--- src/stereo_param_unpacker_core_macros.svh ---
// ----------------------------------------------------------------------------
// Assertion macros for the stereo parameter unpacker
// Shared concurrent assertion forms, clocked on clk and held off in reset.
// ----------------------------------------------------------------------------
`ifndef STEREO_PARAM_UNPACKER_CORE_MACROS_SVH
`define STEREO_PARAM_UNPACKER_CORE_MACROS_SVH

// Same-cycle implication.
`define SPU_ASSERT_NOW(lbl, ante, cons, msg) \
    lbl: assert property (@(posedge clk) disable iff (!rst_n) (ante) |-> (cons)) \
        else $error(msg);

// Next-cycle implication.
`define SPU_ASSERT_NEXT(lbl, ante, cons, msg) \
    lbl: assert property (@(posedge clk) disable iff (!rst_n) (ante) |=> (cons)) \
        else $error(msg);

`endif

--- src/spu_pkg.sv ---
// ----------------------------------------------------------------------------
// spu_pkg
// Types, result codes and dequantisation tables of the stereo parameter unpacker.
// ----------------------------------------------------------------------------
`default_nettype none

package spu_pkg;

    // Largest band count accepted in a header.
    localparam int MAX_BANDS = 20;

    // Depth of the queue between the front and back parts, in bundles.
    localparam int QUEUE_DEPTH = 2;
    localparam int QPTR_W      = $clog2(QUEUE_DEPTH);
    localparam int QCNT_W      = $clog2(QUEUE_DEPTH + 1);

    // Result item types.
    localparam logic [2:0] ITEM_HEADER    = 3'd0;
    localparam logic [2:0] ITEM_INTENSITY = 3'd1;
    localparam logic [2:0] ITEM_COHERENCE = 3'd2;
    localparam logic [2:0] ITEM_PHASE     = 3'd3;
    localparam logic [2:0] ITEM_ERROR     = 3'd4;
    localparam logic [2:0] ITEM_COMPLETE  = 3'd5;

    // Fault codes.
    localparam logic [1:0] FAULT_NONE      = 2'd0;
    localparam logic [1:0] FAULT_BAD_BANDS = 2'd1;
    localparam logic [1:0] FAULT_TRUNCATED = 2'd2;

    // One result as classified by the front part.
    typedef struct packed {
        logic [2:0] item_type;
        logic [4:0] band;
        logic [4:0] code;
        logic [1:0] fault;
    } entry_t;

    // All results caused by one input item.
    typedef struct packed {
        entry_t [3:0] ent;
        logic [2:0]   count;
        logic [4:0]   band_total;
        logic         phase_flag;
    } bundle_t;

    // Queue status seen by both sides.
    typedef struct packed {
        logic full;
        logic empty;
    } qstat_t;

    // Magnitude of the intensity level for codes 16 + j, Q12.
    function automatic logic [15:0] intensity_mag(input logic [3:0] j);
        logic [15:0] m;
        case (j)
            4'd0:    m = 16'd1982;
            4'd1:    m = 16'd5946;
            4'd2:    m = 16'd9910;
            4'd3:    m = 16'd13874;
            4'd4:    m = 16'd17837;
            4'd5:    m = 16'd21801;
            4'd6:    m = 16'd25765;
            4'd7:    m = 16'd29729;
            4'd8:    m = 16'd33693;
            4'd9:    m = 16'd37657;
            4'd10:   m = 16'd41621;
            4'd11:   m = 16'd45585;
            4'd12:   m = 16'd49548;
            4'd13:   m = 16'd53512;
            4'd14:   m = 16'd57476;
            default: m = 16'd61440;
        endcase
        return m;
    endfunction

    // Coherence ratio q / 7 in Q12.
    function automatic logic [15:0] coherence_val(input logic [2:0] q);
        logic [15:0] m;
        case (q)
            3'd0:    m = 16'd0;
            3'd1:    m = 16'd585;
            3'd2:    m = 16'd1170;
            3'd3:    m = 16'd1755;
            3'd4:    m = 16'd2341;
            3'd5:    m = 16'd2926;
            3'd6:    m = 16'd3511;
            default: m = 16'd4096;
        endcase
        return m;
    endfunction

    // Magnitude of k * pi / 16 in Q12, k from 0 to 16.
    function automatic logic [15:0] phase_mag(input logic [4:0] k);
        logic [15:0] m;
        case (k)
            5'd0:    m = 16'd0;
            5'd1:    m = 16'd804;
            5'd2:    m = 16'd1608;
            5'd3:    m = 16'd2413;
            5'd4:    m = 16'd3217;
            5'd5:    m = 16'd4021;
            5'd6:    m = 16'd4825;
            5'd7:    m = 16'd5630;
            5'd8:    m = 16'd6434;
            5'd9:    m = 16'd7238;
            5'd10:   m = 16'd8042;
            5'd11:   m = 16'd8847;
            5'd12:   m = 16'd9651;
            5'd13:   m = 16'd10455;
            5'd14:   m = 16'd11259;
            5'd15:   m = 16'd12064;
            default: m = 16'd12868;
        endcase
        return m;
    endfunction

    // Dequantised value of a code, signed Q12; zero for non-code results.
    function automatic logic signed [16:0] level_of(input logic [2:0] item_type,
                                                    input logic [4:0] code);
        logic [15:0]        mag;
        logic               neg;
        logic signed [16:0] pos;
        mag = 16'd0;
        neg = 1'b0;
        case (item_type)
            ITEM_INTENSITY:
            begin
                mag = code[4] ? intensity_mag(code[3:0]) : intensity_mag(~code[3:0]);
                neg = !code[4];
            end
            ITEM_COHERENCE:
            begin
                mag = coherence_val(code[2:0]);
            end
            ITEM_PHASE:
            begin
                mag = code[4] ? phase_mag({1'b0, code[3:0]})
                              : phase_mag(5'd16 - code);
                neg = !code[4];
            end
            default:
            begin
                mag = 16'd0;
            end
        endcase
        pos = $signed({1'b0, mag});
        return neg ? -pos : pos;
    endfunction

endpackage

`default_nettype wire

--- src/spu_front.sv ---
// ----------------------------------------------------------------------------
// spu_front
// Accepts frame bytes, tracks the frame and lists the results of each item.
// ----------------------------------------------------------------------------
`default_nettype none

module spu_front (
    input  wire logic             clk,
    input  wire logic             rst_n,
    input  wire logic             in_valid,
    output logic                  in_ready,
    input  wire logic [7:0]       data_byte,
    input  wire logic             frame_end,
    input  wire spu_pkg::qstat_t  qstat,
    output logic                  push,
    output spu_pkg::bundle_t      bundle
);

    // Frame parser states.
    localparam logic [2:0] ST_HEADER    = 3'd0;
    localparam logic [2:0] ST_INTENSITY = 3'd1;
    localparam logic [2:0] ST_COHERENCE = 3'd2;
    localparam logic [2:0] ST_PHASE     = 3'd3;
    localparam logic [2:0] ST_DONE      = 3'd4;

    logic [2:0]  state_reg, state_next;
    logic [4:0]  band_reg, band_next;
    logic [11:0] store_reg, store_next;
    logic [3:0]  level_reg, level_next;
    logic [4:0]  bands_reg, bands_next;
    logic        pflag_reg, pflag_next;
    logic        skip_reg, skip_next;

    logic        accept;

    assign in_ready = !qstat.full;
    assign accept   = in_valid && in_ready;

    // Work out the results of this byte and the frame state it leaves.
    always_comb
    begin
        logic [2:0]  n;
        logic [2:0]  width;
        logic [11:0] shifted;
        logic [4:0]  code;

        state_next = state_reg;
        band_next  = band_reg;
        store_next = store_reg;
        level_next = level_reg;
        bands_next = bands_reg;
        pflag_next = pflag_reg;
        skip_next  = skip_reg;
        n          = 3'd0;
        width      = 3'd5;
        shifted    = 12'd0;
        code       = 5'd0;
        bundle     = '0;

        if (skip_reg)
        begin
            // Rest of a rejected frame is dropped.
            if (frame_end)
            begin
                state_next = ST_HEADER;
                band_next  = 5'd0;
                store_next = 12'd0;
                level_next = 4'd0;
                skip_next  = 1'b0;
            end
        end
        else if (state_reg == ST_HEADER)
        begin
            store_next = 12'd0;
            level_next = 4'd0;
            band_next  = 5'd0;
            bands_next = data_byte[7:3];
            pflag_next = data_byte[2];
            bundle.ent[0] = '{spu_pkg::ITEM_HEADER, 5'd0, 5'd0, spu_pkg::FAULT_NONE};
            n = 3'd1;
            if (data_byte[7:3] == 5'd0 || data_byte[7:3] > 5'(spu_pkg::MAX_BANDS))
            begin
                bundle.ent[1] = '{spu_pkg::ITEM_ERROR, 5'd0, 5'd0, spu_pkg::FAULT_BAD_BANDS};
                n = 3'd2;
                if (!frame_end)
                begin
                    skip_next = 1'b1;
                end
            end
            else if (frame_end)
            begin
                bundle.ent[1] = '{spu_pkg::ITEM_ERROR, 5'd0, 5'd0, spu_pkg::FAULT_TRUNCATED};
                n = 3'd2;
            end
            else
            begin
                state_next = ST_INTENSITY;
            end
        end
        else if (state_reg == ST_DONE)
        begin
            // Padding and surplus bytes after the last code.
            if (frame_end)
            begin
                state_next = ST_HEADER;
                band_next  = 5'd0;
                store_next = 12'd0;
                level_next = 4'd0;
                skip_next  = 1'b0;
            end
        end
        else
        begin
            store_next = {store_reg[3:0], data_byte};
            level_next = level_reg + 4'd8;
            // At most three codes fit in the twelve buffered bits.
            for (int i = 0; i < 3; i++)
            begin
                width = (state_next == ST_COHERENCE) ? 3'd3 : 3'd5;
                if (state_next != ST_DONE && level_next >= {1'b0, width})
                begin
                    shifted = store_next >> (level_next - {1'b0, width});
                    code = shifted[4:0] & ((width == 3'd3) ? 5'h07 : 5'h1F);
                    level_next = level_next - {1'b0, width};
                    store_next = store_next & ~(12'hFFF << level_next);
                    bundle.ent[n[1:0]] = '{state_next, band_next, code, spu_pkg::FAULT_NONE};
                    n = n + 3'd1;
                    band_next = band_next + 5'd1;
                    if (band_next >= bands_next)
                    begin
                        band_next = 5'd0;
                        if (state_next == ST_INTENSITY)
                        begin
                            state_next = ST_COHERENCE;
                        end
                        else if (state_next == ST_COHERENCE && pflag_next)
                        begin
                            state_next = ST_PHASE;
                        end
                        else
                        begin
                            state_next = ST_DONE;
                            store_next = 12'd0;
                            level_next = 4'd0;
                            bundle.ent[n[1:0]] = '{spu_pkg::ITEM_COMPLETE, 5'd0, 5'd0,
                                                   spu_pkg::FAULT_NONE};
                            n = n + 3'd1;
                        end
                    end
                end
            end
            if (frame_end)
            begin
                if (state_next != ST_DONE)
                begin
                    bundle.ent[n[1:0]] = '{spu_pkg::ITEM_ERROR, 5'd0, 5'd0,
                                           spu_pkg::FAULT_TRUNCATED};
                    n = n + 3'd1;
                end
                state_next = ST_HEADER;
                band_next  = 5'd0;
                store_next = 12'd0;
                level_next = 4'd0;
                skip_next  = 1'b0;
            end
        end

        bundle.count      = n;
        bundle.band_total = bands_next;
        bundle.phase_flag = pflag_next;
    end

    assign push = accept && (bundle.count != 3'd0);

    // Frame state registers.
    always_ff @(posedge clk or negedge rst_n)
    begin
        if (!rst_n)
        begin
            state_reg <= ST_HEADER;
            band_reg  <= 5'd0;
            store_reg <= 12'd0;
            level_reg <= 4'd0;
            bands_reg <= 5'd0;
            pflag_reg <= 1'b0;
            skip_reg  <= 1'b0;
        end
        else if (accept)
        begin
            state_reg <= state_next;
            band_reg  <= band_next;
            store_reg <= store_next;
            level_reg <= level_next;
            bands_reg <= bands_next;
            pflag_reg <= pflag_next;
            skip_reg  <= skip_next;
        end
    end

endmodule

`default_nettype wire

--- src/spu_queue.sv ---
// ----------------------------------------------------------------------------
// spu_queue
// Short queue of result bundles between the front and back parts.
// ----------------------------------------------------------------------------
`default_nettype none

module spu_queue (
    input  wire logic              clk,
    input  wire logic              rst_n,
    input  wire logic              push,
    input  wire spu_pkg::bundle_t  wr_data,
    input  wire logic              pop,
    output spu_pkg::bundle_t       rd_data,
    output spu_pkg::qstat_t        qstat
);

    spu_pkg::bundle_t                slot_reg [spu_pkg::QUEUE_DEPTH];
    logic [spu_pkg::QPTR_W-1:0]      wr_ptr_reg, wr_ptr_next;
    logic [spu_pkg::QPTR_W-1:0]      rd_ptr_reg, rd_ptr_next;
    logic [spu_pkg::QCNT_W-1:0]      cnt_reg, cnt_next;

    assign qstat.full  = (cnt_reg == spu_pkg::QCNT_W'(spu_pkg::QUEUE_DEPTH));
    assign qstat.empty = (cnt_reg == '0);
    assign rd_data     = slot_reg[rd_ptr_reg];

    // Pointer and fill count updates, wrapping at the queue depth.
    always_comb
    begin
        wr_ptr_next = wr_ptr_reg;
        rd_ptr_next = rd_ptr_reg;
        cnt_next    = cnt_reg;
        if (push)
        begin
            wr_ptr_next = (wr_ptr_reg == spu_pkg::QPTR_W'(spu_pkg::QUEUE_DEPTH - 1))
                          ? '0 : wr_ptr_reg + 1'b1;
        end
        if (pop)
        begin
            rd_ptr_next = (rd_ptr_reg == spu_pkg::QPTR_W'(spu_pkg::QUEUE_DEPTH - 1))
                          ? '0 : rd_ptr_reg + 1'b1;
        end
        if (push && !pop)
        begin
            cnt_next = cnt_reg + 1'b1;
        end
        else if (pop && !push)
        begin
            cnt_next = cnt_reg - 1'b1;
        end
    end

    // Storage slots hold payload only.
    always_ff @(posedge clk)
    begin
        if (push)
        begin
            slot_reg[wr_ptr_reg] <= wr_data;
        end
    end

    // Control registers.
    always_ff @(posedge clk or negedge rst_n)
    begin
        if (!rst_n)
        begin
            wr_ptr_reg <= '0;
            rd_ptr_reg <= '0;
            cnt_reg    <= '0;
        end
        else
        begin
            wr_ptr_reg <= wr_ptr_next;
            rd_ptr_reg <= rd_ptr_next;
            cnt_reg    <= cnt_next;
        end
    end

endmodule

`default_nettype wire

--- src/spu_back.sv ---
// ----------------------------------------------------------------------------
// spu_back
// Issues the results of each bundle one per cycle while the receiver is ready, with their levels.
// ----------------------------------------------------------------------------
`default_nettype none

module spu_back (
    input  wire logic              clk,
    input  wire logic              rst_n,
    input  wire spu_pkg::bundle_t  head,
    input  wire spu_pkg::qstat_t   qstat,
    output logic                   pop,
    output logic                   out_valid,
    input  wire logic              out_ready,
    output logic [2:0]             item_type,
    output logic [4:0]             band_index,
    output logic [4:0]             raw_code,
    output logic signed [16:0]     level_value,
    output logic [4:0]             band_total,
    output logic                   phase_present,
    output logic [1:0]             fault_code,
    output logic                   last_of_run
);

    logic [1:0]         idx_reg, idx_next;
    logic               valid_reg, valid_next;
    logic [2:0]         type_reg;
    logic [4:0]         band_reg;
    logic [4:0]         code_reg;
    logic signed [16:0] level_reg;
    logic [4:0]         total_reg;
    logic               pflag_reg;
    logic [1:0]         fault_reg;
    logic               last_reg;

    logic               load;
    logic               last_ent;
    spu_pkg::entry_t    cur;

    // Load the output register whenever it is free or being emptied.
    assign load     = !qstat.empty && (!valid_reg || out_ready);
    assign cur      = head.ent[idx_reg];
    assign last_ent = (idx_reg == 2'(head.count - 3'd1));
    assign pop      = load && last_ent;

    always_comb
    begin
        idx_next   = idx_reg;
        valid_next = valid_reg;
        if (load)
        begin
            valid_next = 1'b1;
            idx_next   = last_ent ? 2'd0 : idx_reg + 2'd1;
        end
        else if (out_ready)
        begin
            valid_next = 1'b0;
        end
    end

    // Control registers.
    always_ff @(posedge clk or negedge rst_n)
    begin
        if (!rst_n)
        begin
            idx_reg   <= 2'd0;
            valid_reg <= 1'b0;
        end
        else
        begin
            idx_reg   <= idx_next;
            valid_reg <= valid_next;
        end
    end

    // Output payload register; the level comes from the constant tables.
    always_ff @(posedge clk)
    begin
        if (load)
        begin
            type_reg  <= cur.item_type;
            band_reg  <= cur.band;
            code_reg  <= cur.code;
            level_reg <= spu_pkg::level_of(cur.item_type, cur.code);
            total_reg <= head.band_total;
            pflag_reg <= head.phase_flag;
            fault_reg <= cur.fault;
            last_reg  <= last_ent;
        end
    end

    assign out_valid     = valid_reg;
    assign item_type     = type_reg;
    assign band_index    = band_reg;
    assign raw_code      = code_reg;
    assign level_value   = level_reg;
    assign band_total    = total_reg;
    assign phase_present = pflag_reg;
    assign fault_code    = fault_reg;
    assign last_of_run   = last_reg;

endmodule

`default_nettype wire

--- src/stereo_param_unpacker_core.sv ---
// ----------------------------------------------------------------------------
// stereo_param_unpacker_core
// Parametric stereo parameter frame unpacker, byte in, coded results out.
// ----------------------------------------------------------------------------
// Usage:
// Frame bytes enter on the in channel (data_byte, frame_end, in_valid and
// in_ready), header byte first, frame_end set on the final byte. Results
// leave on the out channel, one item per cycle while the receiver is ready,
// each with its type, band, code, Q12 level, header fields, fault and a
// last_of_run flag that marks the final result caused by a byte. Bytes
// that cause no result produce nothing on the out channel.
// The front part classifies one byte per cycle while the queue has room
// and queues its results (up to four); the back part issues one result per
// cycle from the queue while the receiver is ready. A byte's results are
// registered in the queue and then in the output register, from which the
// first is valid. Later bytes are taken while earlier results still wait.
// When the receiver stalls, the output register holds and the queue of two
// bundles fills; in_ready then falls until a bundle has been issued.
// Reset clears the frame parser to expect a header and empties the queue.
// ----------------------------------------------------------------------------
`default_nettype none

`include "stereo_param_unpacker_core_macros.svh"

module stereo_param_unpacker_core (
    input  wire logic          clk,
    input  wire logic          rst_n,
    input  wire logic          in_valid,
    output logic               in_ready,
    input  wire logic [7:0]    data_byte,
    input  wire logic          frame_end,
    output logic               out_valid,
    input  wire logic          out_ready,
    output logic [2:0]         item_type,
    output logic [4:0]         band_index,
    output logic [4:0]         raw_code,
    output logic signed [16:0] level_value,
    output logic [4:0]         band_total,
    output logic               phase_present,
    output logic [1:0]         fault_code,
    output logic               last_of_run
);

    spu_pkg::qstat_t  qstat;
    spu_pkg::bundle_t wr_bundle;
    spu_pkg::bundle_t rd_bundle;
    logic             push;
    logic             pop;

    // Front part: byte parsing and classification.
    spu_front u_front (
        .clk       (clk),
        .rst_n     (rst_n),
        .in_valid  (in_valid),
        .in_ready  (in_ready),
        .data_byte (data_byte),
        .frame_end (frame_end),
        .qstat     (qstat),
        .push      (push),
        .bundle    (wr_bundle)
    );

    // Queue of result bundles.
    spu_queue u_queue (
        .clk     (clk),
        .rst_n   (rst_n),
        .push    (push),
        .wr_data (wr_bundle),
        .pop     (pop),
        .rd_data (rd_bundle),
        .qstat   (qstat)
    );

    // Back part: result issue and dequantisation.
    spu_back u_back (
        .clk           (clk),
        .rst_n         (rst_n),
        .head          (rd_bundle),
        .qstat         (qstat),
        .pop           (pop),
        .out_valid     (out_valid),
        .out_ready     (out_ready),
        .item_type     (item_type),
        .band_index    (band_index),
        .raw_code      (raw_code),
        .level_value   (level_value),
        .band_total    (band_total),
        .phase_present (phase_present),
        .fault_code    (fault_code),
        .last_of_run   (last_of_run)
    );

    // The queue is never full and empty together, and never popped when empty.
    `SPU_ASSERT_NOW(a_qstat_sane, 1'b1, !(qstat.full && qstat.empty), "queue status inconsistent")
    `SPU_ASSERT_NOW(a_pop_nonempty, pop, !qstat.empty, "pop from empty queue")
    // A full queue with no pop stays full.
    `SPU_ASSERT_NEXT(a_full_holds, qstat.full && !pop, qstat.full, "full queue lost an item")
    // Faults only travel on error results.
    `SPU_ASSERT_NOW(a_fault_type, out_valid && (item_type != spu_pkg::ITEM_ERROR),
                    fault_code == spu_pkg::FAULT_NONE, "fault on a non-error result")

endmodule

`default_nettype wire
--- config.mk ---
export PLATFORM = sky130hd
export DESIGN_NAME = stereo_param_unpacker_core
export DESIGN_NICKNAME = d
export VERILOG_FILES = /design/src/spu_pkg.sv /design/src/spu_front.sv /design/src/spu_queue.sv /design/src/spu_back.sv /design/src/stereo_param_unpacker_core.sv
export VERILOG_INCLUDE_DIRS = /design/src /design/src/src
export SDC_FILE = /design/constraint.sdc
export NUM_CORES = 1
export LEC_CHECK = 0
export ABC_CLOCK_PERIOD_IN_PS = 27700
export BUFFER_PORTS_ARGS = -buffer_cell sky130_fd_sc_hd__buf_2
export CORE_MARGIN = 3
export CORE_UTILIZATION = 65
export CTS_CLUSTER_DIAMETER = 200
export CTS_CLUSTER_SIZE = 28
export DETAILED_ROUTE_END_ITERATION = 12
export PLACE_DENSITY = 0.86
export SYNTH_ARGS = -nofsm -noshare
export SYNTH_HDL_FRONTEND = slang
export SYNTH_SLANG_ARGS = --single-unit
--- constraint.sdc ---
create_clock -name clk -period 27.7 [get_ports clk]
set_input_delay 2.77 -clock clk [delete_from_list [all_inputs] [get_ports clk]]
set_output_delay 2.77 -clock clk [all_outputs]
set_load 0.1 [all_outputs]
==> flow_metrics.tcl <==
set metrics [dict create \
    cp_max_fo 58 \
    initial_utilization_pct 67.5 \
    antenna_found_initial 0 \
    worst_ep_required_time_ps 27790 \
    slew_headroom_pct 28.7 \
    area_growth_pct 7.53 \
    finalWirelength_mm 47.4 \
    timing.hold.ws_ps 527 \
    drv_slew 0 \
    grt_pass1_vias 12199 \
    final_cell_mix "edfxtp_1 (169), nand2_1 (167), nor2_1 (153)" \
    rsz0062_at_grt "false" \
    crit_path_frequent_cell "ha_1" \
    gr-total-overflow 0 \
    hold_viol_final 0 \
    ff2ff_setup_slack_ps 16530 \
    fin_worst_skew_ps 16.8 \
    ys_seq_area_share_pct 40.3 \
    netlist_instances 1513 \
    clockRootBuffer "clkbuf_16" \
    synth_cell_type_count 91 \
    insertion_delay_ps 450 \
    vias 13346 \
    synth-async-reset-ratio_pct 15.1 \
    min_path_type "reg -> reg" \
    maxCapViolCount 0 \
    synthesis.nets 1594 \
    ant_nets 0 \
    drt_iter0_drc 2282 \
    r2r_end "u_queue.slot_reg[0][35]$_DFFE_PP_" \
    outcome "finished clean" \
    grt_pass1_wl_mm 72.0 \
    cts.clk_slew.worst_paths_ps 90 \
    cts_setup_buffers 0 \
    synthTopCellsByArea "edfxtp_1 (35%), mux4_2 (6.1%), ha_1 (5.6%)" \
    die_y_um 155 \
    worstReg2RegStart "u_front.state_reg[1]$_DFFE_PN0P_" \
    cts.repair.resized 0 \
    cts_buffers 17 \
    grt_max_degree 66 \
    post-route-period-util_pct 40.3 \
    hold_end "u_queue.cnt_reg[1]$_DFFE_PN0P_" \
    track_usage_pct 38.8 \
    largest_reg_flops 130 \
    drive_gt1_share_pct 13.5 \
    worstMarginPinSlew_ps 1070 \
    drt_drc_violations_left 0 \
    syn_area_sq_mm 0.0145 \
    fillCellCount 1526 \
    wl_per_cell_um 26.3 \
    min-delay-start "u_queue.cnt_reg[1]$_DFFE_PN0P_" \
    synth_edf_count 169 \
    cts_tree "yes" \
    final-setup-viol-count 0 \
    synth_top_area_share_pct 35.1 \
    core_sq_mm 0.0214 \
    layout_min_cycle_time_ps 11170 \
    r2r_cells 38 \
    rows 53 \
    avgSynthCellArea_sq_um 9.56 \
    cts_buffer_depth 2 \
    synthFlopType "edfxtp_1" \
    fmax_ghz 0.0896 \
    synth.largest_area_cell "edfxtp_1" \
    clock-sinks 199 \
    arrival_ps 11250 \
    synth-seq-cells 199 \
    drt_pre_antenna_iters 8 \
    io_pins 54 \
    nets 1599 \
    place.gp.congestion 1.03 \
    yosysWarnings 0 \
    hpwl_mm 34.8 \
    start_kind "register" \
    cts_max_level 4 \
    final_common_cell "edfxtp_1" \
    diodes 0 \
    vias_per_cell 7.39 \
    worstSetupPathType "reg -> reg" \
    final_cells 1806 \
    cts_hold_buf 0 \
    fp.dieW_um 155 \
    die_area_sq_mm 0.0241 \
    placed_cells 1774 \
    finalSetupTns_ps 0 \
    slowest_delay_ps 680 \
    port_buffers 53 \
    cp-end-kind "register" \
    hold_depth 1 \
    critPathSlowestCell "buf_4" \
]
[final cells by class]
| class | instances | area, sq um | area share [%] |
|---|---|---|---|
| clock inverters | 15 | 226 | 1.46 |
| flip-flops and latches | 199 | 5830 | 37.5 |
| clock buffers | 17 | 425 | 2.74 |
| multi-input cells | 1167 | 8090 | 52.0 |
| repair buffers | 74 | 423 | 2.72 |
| well taps | 275 | 344 | 2.21 |
| inverters | 59 | 221 | 1.42 |
[metal layers]
metal,vias to the layer above,wire (um),track usage [%]
met5,-,0,0
met4,0,2600,16.2
met3,241,5840,9.32
met2,1114,21100,59.1
met1,6238,17900,53.8
li1,5753,-,-
[cell usage after synthesis (29+ instances only)]
master,instances
nor3_1,75
clkbuf_1,64
inv_1,53
o21ai_0,91
dfrtp_1,30
nand2_1,167
mux4_2,39
a31oi_1,29
edfxtp_1,169
a21oi_1,111
nor2_1,153
ha_1,65
[cell families after synthesis]
logic type	count (synthesis)	synth area share (%)
xor gates and xnor gates	47	2.95
muxes	83	9.54
AOI/OAI and AO/OA	430	19.6
and+or+nand+nor	539	17.5
DFF	199	40.3
adders and majority gates	68	6.04
buffers and inverters	147	4.07
[worst max-delay path by stage]
stage / endpoint / from / cells past startpoint / slack (ps)
2_1_floorplan: u_queue.slot_reg[0][0]$_DFFE_PP_ / u_front.state_reg[1]$_DFFE_PN0P_ / 41 / 15620
3_3_place_gp: u_queue.slot_reg[0][61]$_DFFE_PP_ / u_front.state_reg[1]$_DFFE_PN0P_ / 38 / 17260
3_5_place_dp: u_queue.slot_reg[0][61]$_DFFE_PP_ / u_front.state_reg[1]$_DFFE_PN0P_ / 38 / 16870
4_1_cts: u_queue.slot_reg[0][43]$_DFFE_PP_ / u_front.state_reg[1]$_DFFE_PN0P_ / 38 / 16840
5_1_grt: u_queue.slot_reg[0][12]$_DFFE_PP_ / u_front.state_reg[1]$_DFFE_PN0P_ / 38 / 15920
6_report: u_queue.slot_reg[0][35]$_DFFE_PP_ / u_front.state_reg[1]$_DFFE_PN0P_ / 38 / 16530
[critical path, delay by kind of cell (launching register included)]
family | cells | cell delay (ps)
and+or+nand+nor | 10 | 3020
AOI/OAI and AO/OA | 12 | 2420
xor gates and xnor gates | 2 | 410
adders and majority gates | 7 | 2020
buffers and inverters | 5 | 1530
DFF | 1 | 670
muxes | 2 | 630
[metrics by stage]
step	utilization [%]	setup slack (ps)	instance area [sq um]
6_report	72.6	16530	15600
5_1_grt	72.6	15920	15600
4_1_cts	72.6	16840	15600
3_5_place_dp	69.6	16870	14900
3_3_place_gp	69.6	17260	14900
2_1_floorplan	-	15620	14500
Power is left out: the tool's default activity adds up to more than one toggle a clock period on the data nets, which glitch-free logic cannot reach.
